**src/sv/cpualu_pkg.sv**
```systemverilog
// Package for the 8-bit CPU ALU with flags: operation codes, flag bit
// positions and the beat structs used by the pipeline. No dependencies.
package cpualu_pkg;

  localparam int unsigned OpW    = 6;
  localparam int unsigned WordW  = 16;
  localparam int unsigned ByteW  = 8;
  localparam int unsigned BitIdxW = 3;
  localparam int unsigned FlagW  = 4;

  // Flag bit positions
  localparam int unsigned FZ = 3;
  localparam int unsigned FN = 2;
  localparam int unsigned FH = 1;
  localparam int unsigned FC = 0;

  // Operation codes
  localparam logic [OpW-1:0] OP_ADD    = 6'd0;
  localparam logic [OpW-1:0] OP_ADC    = 6'd1;
  localparam logic [OpW-1:0] OP_SUB    = 6'd2;
  localparam logic [OpW-1:0] OP_SBC    = 6'd3;
  localparam logic [OpW-1:0] OP_AND    = 6'd4;
  localparam logic [OpW-1:0] OP_XOR    = 6'd5;
  localparam logic [OpW-1:0] OP_OR     = 6'd6;
  localparam logic [OpW-1:0] OP_CP     = 6'd7;
  localparam logic [OpW-1:0] OP_INC    = 6'd8;
  localparam logic [OpW-1:0] OP_DEC    = 6'd9;
  localparam logic [OpW-1:0] OP_DAA    = 6'd10;
  localparam logic [OpW-1:0] OP_CPL    = 6'd11;
  localparam logic [OpW-1:0] OP_SCF    = 6'd12;
  localparam logic [OpW-1:0] OP_CCF    = 6'd13;
  localparam logic [OpW-1:0] OP_RLCA   = 6'd14;
  localparam logic [OpW-1:0] OP_RRCA   = 6'd15;
  localparam logic [OpW-1:0] OP_RLA    = 6'd16;
  localparam logic [OpW-1:0] OP_RRA    = 6'd17;
  localparam logic [OpW-1:0] OP_RLC    = 6'd18;
  localparam logic [OpW-1:0] OP_RRC    = 6'd19;
  localparam logic [OpW-1:0] OP_RL     = 6'd20;
  localparam logic [OpW-1:0] OP_RR     = 6'd21;
  localparam logic [OpW-1:0] OP_SLA    = 6'd22;
  localparam logic [OpW-1:0] OP_SRA    = 6'd23;
  localparam logic [OpW-1:0] OP_SWAP   = 6'd24;
  localparam logic [OpW-1:0] OP_SRL    = 6'd25;
  localparam logic [OpW-1:0] OP_BIT    = 6'd26;
  localparam logic [OpW-1:0] OP_RES    = 6'd27;
  localparam logic [OpW-1:0] OP_SET    = 6'd28;
  localparam logic [OpW-1:0] OP_ADD16  = 6'd29;
  localparam logic [OpW-1:0] OP_ADDOFS = 6'd30;
  localparam logic [OpW-1:0] OP_INC16  = 6'd31;
  localparam logic [OpW-1:0] OP_DEC16  = 6'd32;

  typedef struct packed {
    logic [OpW-1:0]     operation;
    logic [WordW-1:0]   first_operand;
    logic [WordW-1:0]   second_operand;
    logic [BitIdxW-1:0] bit_index;
    logic [FlagW-1:0]   flags_in;
  } item_t;

  typedef struct packed {
    logic [WordW-1:0] result;
    logic [FlagW-1:0] flags_out;
  } res_t;

endpackage

```
**src/sv/cpualu_exec.sv**
```systemverilog
// Combinational execute logic of the CPU ALU: one registered operation beat
// in, result and flags out. Depends on cpualu_pkg.
module cpualu_exec
  import cpualu_pkg::*;
(
  input  item_t item_i,
  output res_t  res_o
);

  logic [ByteW-1:0] a, v, mask;
  logic [WordW-1:0] w, v16, off16, r;
  logic [FlagW-1:0] f, fo;
  logic             c, ci, zf;
  logic [8:0]       add9, sub9, daa1, daa_add, offc9;
  logic [4:0]       addh5, subh5, offh5;
  logic [7:0]       daa_s1, daa_sub;
  logic             daa_lo, daa_hi;
  logic [16:0]      add17;
  logic [12:0]      h13;

  always_comb begin
    w    = item_i.first_operand;
    v16  = item_i.second_operand;
    a    = w[7:0];
    v    = v16[7:0];
    f    = item_i.flags_in;
    c    = f[FC];
    ci   = ((item_i.operation == OP_ADC) || (item_i.operation == OP_SBC)) ? c : 1'b0;
    mask = 8'h01 << item_i.bit_index;

    add9  = {1'b0, a} + {1'b0, v} + {8'd0, ci};
    addh5 = {1'b0, a[3:0]} + {1'b0, v[3:0]} + {4'd0, ci};
    sub9  = {1'b0, a} - {1'b0, v} - {8'd0, ci};
    subh5 = {1'b0, a[3:0]} - {1'b0, v[3:0]} - {4'd0, ci};

    // decimal adjust, add and subtract paths
    daa_lo  = f[FH] || (a[3:0] > 4'd9);
    daa1    = {1'b0, a} + (daa_lo ? 9'h006 : 9'h000);
    daa_hi  = c || (daa1 > 9'h09F);
    daa_add = daa1 + (daa_hi ? 9'h060 : 9'h000);
    daa_s1  = a - (f[FH] ? 8'h06 : 8'h00);
    daa_sub = daa_s1 - (c ? 8'h60 : 8'h00);

    add17 = {1'b0, w} + {1'b0, v16};
    h13   = {1'b0, w[11:0]} + {1'b0, v16[11:0]};
    off16 = {{8{v[7]}}, v};
    offh5 = {1'b0, w[3:0]} + {1'b0, v[3:0]};
    offc9 = {1'b0, w[7:0]} + {1'b0, v};

    r  = w;
    fo = f;
    zf = 1'b0;

    case (item_i.operation)
      OP_ADD, OP_ADC: begin
        r      = {8'd0, add9[7:0]};
        fo[FH] = addh5[4];
        fo[FC] = add9[8];
        fo[FN] = 1'b0;
        zf     = 1'b1;
      end
      OP_SUB, OP_SBC, OP_CP: begin
        fo[FH] = subh5[4];
        fo[FC] = sub9[8];
        fo[FN] = 1'b1;
        fo[FZ] = (sub9[7:0] == 8'd0);
        r      = (item_i.operation == OP_CP) ? w : {8'd0, sub9[7:0]};
      end
      OP_AND: begin
        r  = {8'd0, a & v};
        fo = 4'b0010;
        zf = 1'b1;
      end
      OP_XOR: begin
        r  = {8'd0, a ^ v};
        fo = 4'b0000;
        zf = 1'b1;
      end
      OP_OR: begin
        r  = {8'd0, a | v};
        fo = 4'b0000;
        zf = 1'b1;
      end
      OP_INC: begin
        r      = {8'd0, a + 8'd1};
        fo[FN] = 1'b0;
        fo[FH] = (r[3:0] == 4'h0);
        zf     = 1'b1;
      end
      OP_DEC: begin
        r      = {8'd0, a - 8'd1};
        fo[FN] = 1'b1;
        fo[FH] = (r[3:0] == 4'hF);
        zf     = 1'b1;
      end
      OP_DAA: begin
        if (!f[FN]) begin
          r = {8'd0, daa_add[7:0]};
          if (daa_hi) fo[FC] = 1'b1;
        end else begin
          r = {8'd0, daa_sub};
        end
        fo[FH] = 1'b0;
        zf     = 1'b1;
      end
      OP_CPL: begin
        r      = {8'd0, ~a};
        fo[FN] = 1'b1;
        fo[FH] = 1'b1;
      end
      OP_SCF: begin
        r      = {8'd0, a};
        fo[FN] = 1'b0;
        fo[FH] = 1'b0;
        fo[FC] = 1'b1;
      end
      OP_CCF: begin
        r      = {8'd0, a};
        fo[FN] = 1'b0;
        fo[FH] = 1'b0;
        fo[FC] = ~c;
      end
      OP_RLCA, OP_RLC: begin
        r  = {8'd0, a[6:0], a[7]};
        fo = {3'b000, a[7]};
        zf = (item_i.operation == OP_RLC);
      end
      OP_RRCA, OP_RRC: begin
        r  = {8'd0, a[0], a[7:1]};
        fo = {3'b000, a[0]};
        zf = (item_i.operation == OP_RRC);
      end
      OP_RLA, OP_RL: begin
        r  = {8'd0, a[6:0], c};
        fo = {3'b000, a[7]};
        zf = (item_i.operation == OP_RL);
      end
      OP_RRA, OP_RR: begin
        r  = {8'd0, c, a[7:1]};
        fo = {3'b000, a[0]};
        zf = (item_i.operation == OP_RR);
      end
      OP_SLA: begin
        r  = {8'd0, a[6:0], 1'b0};
        fo = {3'b000, a[7]};
        zf = 1'b1;
      end
      OP_SRA: begin
        r  = {8'd0, a[7], a[7:1]};
        fo = {3'b000, a[0]};
        zf = 1'b1;
      end
      OP_SWAP: begin
        r  = {8'd0, a[3:0], a[7:4]};
        fo = 4'b0000;
        zf = 1'b1;
      end
      OP_SRL: begin
        r  = {8'd0, 1'b0, a[7:1]};
        fo = {3'b000, a[0]};
        zf = 1'b1;
      end
      OP_BIT: begin
        r      = w;
        fo[FZ] = ((a & mask) == 8'd0);
        fo[FN] = 1'b0;
        fo[FH] = 1'b1;
      end
      OP_RES: r = {8'd0, a & ~mask};
      OP_SET: r = {8'd0, a | mask};
      OP_ADD16: begin
        r      = add17[15:0];
        fo[FN] = 1'b0;
        fo[FH] = h13[12];
        fo[FC] = add17[16];
      end
      OP_ADDOFS: begin
        r  = w + off16;
        fo = {2'b00, offh5[4], offc9[8]};
      end
      OP_INC16: r = w + 16'd1;
      OP_DEC16: r = w - 16'd1;
      default: begin
        r  = w;
        fo = f;
      end
    endcase

    if (zf) fo[FZ] = (r == 16'd0);

    res_o.result    = r;
    res_o.flags_out = fo;
  end

endmodule

```
**config.mk**
```make
export PLATFORM = sky130hd
export DESIGN_NAME = cpualu_exec
export DESIGN_NICKNAME = d
export VERILOG_FILES = /design/src/sv/cpualu_pkg.sv /design/src/sv/cpualu_exec.sv
export SDC_FILE = /design/constraint.sdc
export NUM_CORES = 1
export LEC_CHECK = 0
export ABC_AREA = 1
export BUFFER_PORTS_ARGS = -buffer_cell sky130_fd_sc_hd__buf_2
export CAP_MARGIN = 25
export CORE_ASPECT_RATIO = 1.25
export CORE_MARGIN = 4
export CORE_UTILIZATION = 25
export DETAILED_ROUTE_END_ITERATION = 8
export PLACE_DENSITY = 0.51
export SLEW_MARGIN = 20
export SYNTH_ARGS = -nofsm -noshare
export SYNTH_HDL_FRONTEND = slang
export SYNTH_SLANG_ARGS = --single-unit
```
**constraint.sdc**
```tcl
create_clock -name vclk -period 4
set_input_delay 0.4 -clock vclk [all_inputs]
set_output_delay 0.4 -clock vclk [all_outputs]
set_load 0.005 [all_outputs]
```
==> flow_summary.json, run 1 <==
{
  "largest_family_of_logic_cells_by_synthesized_area": "simple AND/OR/NAND/NOR gates",
  "worst_hold_path_type": "input pin to output pin",
  "syn_avg_cell_area_sq_um": 5.01,
  "synth-xor-area-share": 0.0251,
  "violations_in_the_final_reports": "negative setup slack",
  "final_area_sq_um": 7380,
  "power.density_nw_per_um2": 135,
  "outcome": "finished, violations left",
  "leakage_uw": 0.00405,
  "synth_simple_gate_area_share": 0.542,
  "viasPerCell": 5.33,
  "seq_cells": 0,
  "synth_most_common_cell": "sky130_fd_sc_hd__nand2_1",
  "crit_type": "input pin to output pin",
  "use_met2": 0.413,
  "start_util": 0.254,
  "synth.top_cells.by_area": "sky130_fd_sc_hd__nand2_1, sky130_fd_sc_hd__ha_1, sky130_fd_sc_hd__nand3_1",
  "synth_compound_gate_area_share": 0.154,
  "area_of_the_die_sq_um": 25800,
  "detailed_place.area_sq_um": 7120,
  "io_pins": 65,
  "syn_area_sq_um": 5830,
  "distinct_cells_synth": 43,
  "ctsHoldBuffers": 0,
  "maximum_number_of_pins_on_one_net_before_global_route_repair": 24,
  "yosys_top_cell_area_share": 0.241,
  "total_number_of_nets_in_the_final_design": 1413,
  "drive_above_1_share": 0.185,
  "final.setup.worst_slack_ns": -0.146,
  "detail_route.iter0.violations": 766,
  "number_of_pins_exceeding_their_max_slew_limit_in_the_final_report": 0,
  "area.sequential_sq_um": 0,
  "routed-via-count": 8438,
  "grt_remaining_overflow": 0,
  "synth_largest_area_cell": "sky130_fd_sc_hd__nand2_1",
  "synth_sequential_area_ratio": 0,
  "first_pass_grt_wire_length_microns": 46300,
  "syn_nets": 1280,
  "die_h_microns": 179,
  "final-hold-violation-count": 0,
  "routabilityCongestion": 0.991,
  "globalRouteMet1Util": 0.269,
  "total_wire_length_microns": 30300,
  "post_drt_wl_per_cell_microns": 19.1,
  "fp-row-count": 62,
  "io_buffers": 65,
  "area_growth_syn_to_layout_pct": 26.7,
  "peakVddDrop_uv": 47.9,
  "critical_path.slowest_cell": "sky130_fd_sc_hd__fa_2",
  "design_power_uw": 999,
  "yosysWarnings": 0,
  "synthesis.instances": 1164,
  "vias_in_the_first_global_route": 8297,
  "dr.pass1.iters": 5,
  "layout_worst_path_cycle_share": 1.04,
  "period_needed_ns": 4.15,
  "timing.final.setup_violations": 2,
  "synth_fa_ha_area_frac": 0.160,
  "setup.worst_path.end_class": "output pin",
  "grt_antenna_before_repair": 0,
  "final.clkbuf_count": 0,
  "drcViolationCount": 0,
  "maxCapViolCount": 0,
  "core_region_area_sq_um": 23000,
  "type_of_element_launching_the_critical_path": "input pin",
  "drt.antenna.violating_nets": 0,
  "final.fill_count": 2687,
  "grt_util_all_layers": 0.231,
  "crit_arrival_ns": 3.75,
  "rsz0062_at_grt": "true",
  "path_max_fanout": 4,
  "finalHoldWorstSlack_ns": 1.15,
  "crit_path_max_incr_delay_ns": 0.53,
  "dp_hpwl_microns": 25200,
  "critical_path_required_ns": 3.60,
  "met3_usage": 0.0176,
  "grt_most_used_layer": "met2",
  "ys_top_cells_by_count": "sky130_fd_sc_hd__nand2_1, sky130_fd_sc_hd__nor2_1, sky130_fd_sc_hd__inv_1",
  "die-width_microns": 145,
  "worst_pin_slew_ns": 0.666,
  "timing.fmax_mhz": 241,
  "timing.max_slew.rel_slack": 0.555,
  "muxShareOfSynthArea": 0,
  "ant_diodes": 0
}
==> path summary, 6_finish.rpt <==
kind / end / cells past startpoint / startpoint
worst max-delay path: res_o[3] / 28 / item_i[24]
worst min-delay path: res_o[17] / 4 / item_i[36]
==> logic make-up after synthesis <==
| group | after synthesis |
|---|---|
| simple gates | 740 |
| fa+ha+maj | 71 |
| buf+inv | 181 |
| compound gates | 157 |
| xor+xnor | 15 |
==> final cells by class <==
class              count  area (sq um)  area share
inverters            154           588      0.0796
well taps            288           360      0.0488
repair buffers       158          1060       0.143
multi-input cells    983          5380       0.728
==> what timing repair did <==
| action | CTS | global route |
|---|---|---|
| resized for setup | 23 | 42 |
| hold endpoints to repair | 0 | 0 |
| pin swaps | 16 | 24 |
| buffers inserted | 2 | 2 |
| endpoints found under the setup margin | 3 | 12 |
==> placed cells by master, fill, tap and decap left out, types with 3 or more instances in the layout <==
master	count
sky130_fd_sc_hd__a21oi_2	3
sky130_fd_sc_hd__nor4_1	4
sky130_fd_sc_hd__o211ai_1	12
sky130_fd_sc_hd__a21o_1	4
sky130_fd_sc_hd__nor2_2	13
sky130_fd_sc_hd__fa_1	4
sky130_fd_sc_hd__a31oi_1	6
sky130_fd_sc_hd__buf_2	62
sky130_fd_sc_hd__ha_1	57
sky130_fd_sc_hd__nor3_2	5
sky130_fd_sc_hd__nor3_1	12
sky130_fd_sc_hd__buf_4	91
sky130_fd_sc_hd__xor2_1	11
sky130_fd_sc_hd__o22ai_1	9
sky130_fd_sc_hd__inv_2	15
sky130_fd_sc_hd__nand3_1	132
sky130_fd_sc_hd__nand2_2	11
sky130_fd_sc_hd__buf_6	3
sky130_fd_sc_hd__o21ai_0	46
sky130_fd_sc_hd__nand2_1	369
sky130_fd_sc_hd__or2_2	4
sky130_fd_sc_hd__inv_1	135
sky130_fd_sc_hd__o21bai_1	4
sky130_fd_sc_hd__o21ai_1	7
sky130_fd_sc_hd__a21oi_1	50
sky130_fd_sc_hd__nand3b_1	4
sky130_fd_sc_hd__nor2_1	139
sky130_fd_sc_hd__nand3_2	9
sky130_fd_sc_hd__nand4_1	31
sky130_fd_sc_hd__ha_4	6
==> power by group <==
part / switching, uW / internal, uW
Sequential: 0 / 0
Combinational: 624 / 374
Clock: 0 / 0
==> layer usage <==
layer  share of wire  vias to the layer above
li1                -                     4096
met1            0.39                     3865
met2            0.49                      374
met3           0.059                      103
met4           0.068                        0
met5               0                        -
==> critical path, delay by kind of cell <==
| family | cells | cell delay (ns) |
|---|---|---|
| adder cells (fa/ha/maj) | 5 | 1.28 |
| AND/OR/NAND/NOR | 10 | 0.87 |
| buffers and inverters | 8 | 0.53 |
| AO/OA/AOI/OAI | 4 | 0.49 |
| XOR/XNOR | 1 | 0.17 |
==> stage by stage <==
stage | utilization | TNS [ns] | cells | worst slack, ns
final | 0.322 | -0.186 | 1583 | -0.146
after global routing | 0.322 | -0.811 | 1583 | -0.371
after global placement | 0.310 | -0.966 | 1580 | -0.393
after detailed placement | 0.310 | -1.14 | 1580 | -0.457
after CTS | 0.314 | -0.334 | 1582 | -0.206
after floorplan | - | 0 | 1164 | 0.00744
Note: power is estimated with default switching activity, not from simulation.
==> run 2: changes to the inputs <==
--- a/config.mk
+++ b/config.mk
@@ -13,6 +13,7 @@
 export CORE_UTILIZATION = 25
 export DETAILED_ROUTE_END_ITERATION = 8
 export PLACE_DENSITY = 0.51
+export REMOVE_ABC_BUFFERS = 1
 export SLEW_MARGIN = 20
 export SYNTH_ARGS = -nofsm -noshare
 export SYNTH_HDL_FRONTEND = slang
==> run 2 against run 1 <==
Highest routed layer is now met5. Via count down 0.59%. Critical path depth did not move. The run still ends with negative setup slack left. Fmax shrank 4.9%. Global-route usage is essentially flat. Power fell by 2.9%.
==> flow_summary.json, run 2 (synthesis results as in run 1) <==
{
  "core_region_area_sq_um": 23000,
  "routed-wl-met2_microns": 14300,
  "peakVddDrop_uv": 85.2,
  "start_util": 0.254,
  "vias_in_the_first_global_route": 8184,
  "grt_util_all_layers": 0.231,
  "total_wire_length_microns": 30300,
  "viasPerCell": 5.32,
  "routabilityCongestion": 1.05,
  "routed-via-count": 8388,
  "type_of_element_launching_the_critical_path": "input pin",
  "worst_pin_slew_ns": 0.568,
  "wirelength_met1_microns": 12000,
  "maxUsedRoutingLayer": "met5",
  "grt_remaining_overflow": 0,
  "drcViolationCount": 0,
  "area_of_the_die_sq_um": 25800,
  "outcome": "finished, violations left",
  "seq_cells": 0,
  "ctsHoldBuffers": 0,
  "final.clkbuf_count": 0,
  "timing.final.setup_violations": 3,
  "number_of_pins_exceeding_their_max_slew_limit_in_the_final_report": 0,
  "die-width_microns": 145,
  "crit_arrival_ns": 3.96,
  "power.density_nw_per_um2": 134,
  "post_drt_wl_per_cell_microns": 19.2,
  "dp_hpwl_microns": 25000,
  "area.sequential_sq_um": 0,
  "dr.pass1.iters": 5,
  "finalHoldWorstSlack_ns": 1.16,
  "crit_type": "input pin to output pin",
  "area_growth_syn_to_layout_pct": 24.1,
  "violations_in_the_final_reports": "negative setup slack",
  "leakage_uw": 0.00401,
  "critical_path_required_ns": 3.60,
  "tns_ns": -0.834,
  "leading_cell_types_in_the_layout_fill_and_taps_excluded": "sky130_fd_sc_hd__nand2_1, sky130_fd_sc_hd__nor2_1, sky130_fd_sc_hd__inv_1",
  "grt_antenna_before_repair": 1,
  "die_h_microns": 179,
  "rsz0062_at_grt": "true",
  "timing.max_slew.rel_slack": 0.619,
  "worst_hold_path_type": "input pin to output pin",
  "setup.worst_path.end_class": "output pin",
  "fp-row-count": 62,
  "maxCapViolCount": 0,
  "io_pins": 65,
  "timing.fmax_mhz": 229,
  "path_max_fanout": 3,
  "ant_diodes": 0,
  "first_pass_grt_wire_length_microns": 46300,
  "io_buffers": 65,
  "final-hold-violation-count": 0,
  "period_needed_ns": 4.36,
  "layout.cells.most_common": "sky130_fd_sc_hd__nand2_1",
  "drive_above_1_share": 0.168,
  "total_number_of_nets_in_the_final_design": 1407,
  "design_power_uw": 970,
  "layout_worst_path_cycle_share": 1.09,
  "routed-wl-met3_microns": 2190,
  "drt.antenna.violating_nets": 0,
  "maximum_number_of_pins_on_one_net_before_global_route_repair": 23,
  "final.setup.worst_slack_ns": -0.358,
  "worst_hold_path.num_cells": 4,
  "detail_route.iter0.violations": 628
}
## run 2: cell types whose count changed in the layout (fill, tap and decap cells not counted), moves of 3 or more
cell | before | now
sky130_fd_sc_hd__buf_4 | 91 | 86
sky130_fd_sc_hd__ha_1 | 57 | 60
sky130_fd_sc_hd__ha_4 | 6 | 3
sky130_fd_sc_hd__nand2_1 | 369 | 373
sky130_fd_sc_hd__nand2_2 | 11 | 7
sky130_fd_sc_hd__nor2_1 | 139 | 143
sky130_fd_sc_hd__nor2_2 | 13 | 10
sky130_fd_sc_hd__o21ai_0 | 46 | 50
sky130_fd_sc_hd__o21ai_1 | 7 | 3
## run 2: timing repair
action                     CTS  global route
buffers inserted             1             6
setup endpoints to repair    4            10
cloned                       0             0
pin swaps                   13            16
resized for setup           28            22
## run 2: path summary, 6_finish.rpt
check | start | endpoint | slack (ns)
hold / removal | item_i[36] | res_o[17] | 1.16
setup / recovery | item_i[24] | res_o[3] | -0.36
## run 2: final cells by class
class | instances | area (sq um)
multi-input cells | 983 | 5290
well taps | 288 | 360
inverters | 154 | 588
fillers | 2746 | 15700
repair buffers | 152 | 1000
## run 2: metrics by stage
step                 util  std cells  instance area [sq um]  setup WS (ns)
CTS                 0.309       1571                   7100         -0.340
global placement    0.305       1570                   7000         -0.817
detailed placement  0.305       1570                   7000         -0.786
finish              0.315       1577                   7240         -0.358
global route        0.315       1577                   7240         -0.585
floorplan               -       1137                   5720         -0.158
## run 2: power by group
group | internal, uW | switching, uW | total, uW | leakage (uW)
sequential | 0 | 0 | 0 | 0
combinational | 356 | 614 | 970 | 0.00401
clock | 0 | 0 | 0 | 0
## run 2: metal layers
layer  GRT usage  up-vias
met3      0.0283      118
li1            -     4079
met1       0.281     3790
met2       0.403      399
met5           0        -
met4       0.106        2
## run 2: worst max-delay path, stage by stage
cell	delay, ns
sky130_fd_sc_hd__buf_8	0.09
sky130_fd_sc_hd__inv_8	0.04
sky130_fd_sc_hd__ha_4	0.16
sky130_fd_sc_hd__o21ai_4	0.14
sky130_fd_sc_hd__a21oi_2	0.08
sky130_fd_sc_hd__inv_1	0.08
sky130_fd_sc_hd__ha_2	0.18
sky130_fd_sc_hd__inv_2	0.04
sky130_fd_sc_hd__fa_2	0.35
sky130_fd_sc_hd__inv_2	0.08
sky130_fd_sc_hd__buf_4	0.11
sky130_fd_sc_hd__nand2_1	0.08
sky130_fd_sc_hd__xor2_1	0.16
sky130_fd_sc_hd__nand2_1	0.09
sky130_fd_sc_hd__nand3_2	0.10
sky130_fd_sc_hd__ha_4	0.14
sky130_fd_sc_hd__inv_2	0.03
sky130_fd_sc_hd__fa_1	0.50
sky130_fd_sc_hd__a21oi_1	0.06
sky130_fd_sc_hd__nand2_1	0.08
sky130_fd_sc_hd__nand3_2	0.08
sky130_fd_sc_hd__nor2_4	0.13
sky130_fd_sc_hd__nand3_2	0.08
sky130_fd_sc_hd__nor3_2	0.19
sky130_fd_sc_hd__buf_4	0.15
sky130_fd_sc_hd__nand4_1	0.08
sky130_fd_sc_hd__o21bai_1	0.14
sky130_fd_sc_hd__buf_2	0.14
==> run 3: changes to the inputs <==
--- a/config.mk
+++ b/config.mk
@@ -5,7 +5,6 @@
 export SDC_FILE = /design/constraint.sdc
 export NUM_CORES = 1
 export LEC_CHECK = 0
-export ABC_AREA = 1
 export BUFFER_PORTS_ARGS = -buffer_cell sky130_fd_sc_hd__buf_2
 export CAP_MARGIN = 25
 export CORE_ASPECT_RATIO = 1.25
==> run 3 against run 2 <==
Critical endpoint unchanged. Final area is 2.9% higher. Non-clock buffer count increased by 100. The run still ends with negative setup slack left. Sequential share of layout area is the same. Critical path depth down 2. Wire length decreased by 10%.
==> flow_summary.json, run 3 <==
{
  "path_max_fanout": 4,
  "critical_path_required_ns": 3.60,
  "design_power_uw": 1090,
  "grt_remaining_overflow": 0,
  "yosys_top_cell_area_share": 0.155,
  "outcome": "finished, violations left",
  "synth_fa_ha_area_frac": 0.178,
  "final.clkbuf_count": 0,
  "io_pins": 65,
  "worst_pin_slew_ns": 0.808,
  "leakage_uw": 0.00325,
  "timing.hold.worst.start": "item_i[38]",
  "synth_simple_gate_area_share": 0.293,
  "drive_above_1_share": 0.347,
  "start_util": 0.257,
  "area.sequential_sq_um": 0,
  "setup.worst_path.end_class": "output pin",
  "synth_largest_area_cell": "sky130_fd_sc_hd__ha_1",
  "period_needed_ns": 4.87,
  "ant_diodes": 0,
  "vias_in_the_first_global_route": 6835,
  "crit_arrival_ns": 4.47,
  "final.fill_count": 2236,
  "synth_sequential_area_ratio": 0,
  "post-route-util": 0.366,
  "ys_top_cells_by_count": "sky130_fd_sc_hd__nor2_1, sky130_fd_sc_hd__ha_1, sky130_fd_sc_hd__a21oi_1",
  "distinct_cells_synth": 88,
  "viasPerCell": 5.55,
  "layout_worst_path_cycle_share": 1.22,
  "muxShareOfSynthArea": 0.0309,
  "crit_type": "input pin to output pin",
  "yosysWarnings": 0,
  "timing.max_slew.rel_slack": 0.460,
  "layout.cells.most_common": "sky130_fd_sc_hd__buf_4",
  "power.density_nw_per_um2": 146,
  "type_of_element_launching_the_critical_path": "input pin",
  "first_pass_grt_wire_length_microns": 40500,
  "routed-via-count": 6866,
  "detail_route.iter0.violations": 585,
  "area_of_the_die_sq_um": 23300,
  "synth_most_common_cell": "sky130_fd_sc_hd__nor2_1",
  "dr.pass1.iters": 5,
  "seq_cells": 0,
  "syn_avg_cell_area_sq_um": 6.87,
  "worst_hold_path.num_cells": 3,
  "use_met2": 0.375,
  "total_wire_length_microns": 27200,
  "grt_antenna_before_repair": 0,
  "post_drt_wl_per_cell_microns": 22.0,
  "fp-row-count": 58,
  "drt.antenna.violating_nets": 0,
  "largest_family_of_logic_cells_by_synthesized_area": "compound AO/OA/AOI/OAI gates",
  "timing.final.setup_violations": 8,
  "routabilityCongestion": 0.979,
  "globalRouteMet1Util": 0.292,
  "tns_ns": -2.96,
  "number_of_pins_exceeding_their_max_slew_limit_in_the_final_report": 0,
  "final-hold-violation-count": 0,
  "core_region_area_sq_um": 20300,
  "drcViolationCount": 0,
  "peakVddDrop_uv": 64.1,
  "synth.top_cells.by_area": "sky130_fd_sc_hd__ha_1, sky130_fd_sc_hd__xnor2_1, sky130_fd_sc_hd__a21oi_1",
  "synth-xor-area-share": 0.0985,
  "io_buffers": 65,
  "final.setup.worst_slack_ns": -0.871,
  "leading_cell_types_in_the_layout_fill_and_taps_excluded": "sky130_fd_sc_hd__buf_4, sky130_fd_sc_hd__nor2_1, sky130_fd_sc_hd__buf_2",
  "violations_in_the_final_reports": "negative setup slack",
  "synthesis.instances": 761,
  "syn_area_sq_um": 5230,
  "dp_hpwl_microns": 22000,
  "die-width_microns": 137,
  "area_growth_syn_to_layout_pct": 42.3,
  "maximum_number_of_pins_on_one_net_before_global_route_repair": 30,
  "met3_usage": 0.0264,
  "timing.fmax_mhz": 205,
  "total_number_of_nets_in_the_final_design": 1086,
  "grt_util_all_layers": 0.227,
  "maxCapViolCount": 0,
  "hold-path-endpoint": "res_o[19]",
  "die_h_microns": 170,
  "grt_most_used_layer": "met2",
  "worst_hold_path_type": "input pin to output pin",
  "rsz0062_at_grt": "true",
  "synth_compound_gate_area_share": 0.329,
  "post-place-ws_ns": -1.32
}
[run 3: worst max-delay path: stages]
cell and delay, ns:
sky130_fd_sc_hd__buf_12 0.11, sky130_fd_sc_hd__inv_8 0.04, sky130_fd_sc_hd__ha_4 0.14, sky130_fd_sc_hd__o21ai_2 0.11, sky130_fd_sc_hd__a21o_1 0.16, sky130_fd_sc_hd__buf_6 0.11
sky130_fd_sc_hd__ha_4 0.13, sky130_fd_sc_hd__inv_2 0.04, sky130_fd_sc_hd__fa_2 0.34, sky130_fd_sc_hd__and3b_2 0.30, sky130_fd_sc_hd__nor2_2 0.06, sky130_fd_sc_hd__o21bai_1 0.15
sky130_fd_sc_hd__a221oi_2 0.10, sky130_fd_sc_hd__inv_1 0.07, sky130_fd_sc_hd__ha_2 0.16, sky130_fd_sc_hd__inv_2 0.03, sky130_fd_sc_hd__fa_2 0.32, sky130_fd_sc_hd__xor2_1 0.15
sky130_fd_sc_hd__xnor2_1 0.21, sky130_fd_sc_hd__o22ai_2 0.12, sky130_fd_sc_hd__nor4_2 0.19, sky130_fd_sc_hd__nand4_1 0.15, sky130_fd_sc_hd__a211oi_2 0.25, sky130_fd_sc_hd__a32oi_2 0.18
sky130_fd_sc_hd__o41ai_2 0.28, sky130_fd_sc_hd__buf_2 0.16
[run 3: routing by layer]
metal  routed length, microns  up-vias
li1                         -     3274
met1                    11100     3215
met2                    12600      294
met3                     1840       83
met4                     1640        0
met5                        0        -
[run 3: worst max path at each step]
stage	startpoint	endpoint	slack (ns)	depth (start not counted)
after floorplan	item_i[23]	res_o[3]	-0.82	22
after global placement	item_i[24]	res_o[3]	-1.32	23
after detailed placement	item_i[24]	res_o[3]	-1.32	23
after CTS	item_i[24]	res_o[3]	-0.81	26
after global routing	item_i[24]	res_o[3]	-1.13	26
final	item_i[24]	res_o[3]	-0.87	26
[run 3: kinds of logic (layout without fill, tap and decap cells)]
family	Yosys count	count (layout)
xor gates and xnor gates	58	58
AOI/OAI and AO/OA	249	249
and+or+nand+nor	282	282
buffers and inverters	85	292
adders and majority gates	71	71
muxes	16	16
[run 3: final cells by class]
class                           count  area (sq um)  area share
Multi-Input combinational cell    676          5140       0.691
Timing Repair Buffer              252          1800       0.242
Tap cell                          270           338      0.0454
Inverter                           40           164      0.0220
[run 3: per-stage QoR]
stage | hold slack, ns | std cells | area [sq um]
6_report | 1.12 | 1238 | 7440
5_1_grt | 1.17 | 1238 | 7440
4_1_cts | 1.12 | 1235 | 7320
3_5_place_dp | 1.12 | 1226 | 7000
3_3_place_gp | 1.12 | 1226 | 7000
2_1_floorplan | 0.890 | 716 | 5010
[run 3: what timing repair did]
| action | in CTS | in global routing |
|---|---|---|
| buffers inserted | 10 | 4 |
| gates cloned | 0 | 0 |
| pin swaps | 31 | 20 |
| resized for setup | 66 | 26 |
| hold buffers | 0 | 0 |
| setup endpoints to repair | 10 | 15 |
[run 3: report_power, final]
part           total [uW]  switching (uW)  internal, uW
registers               0               0             0
logic                1090             580           507
clock network           0               0             0
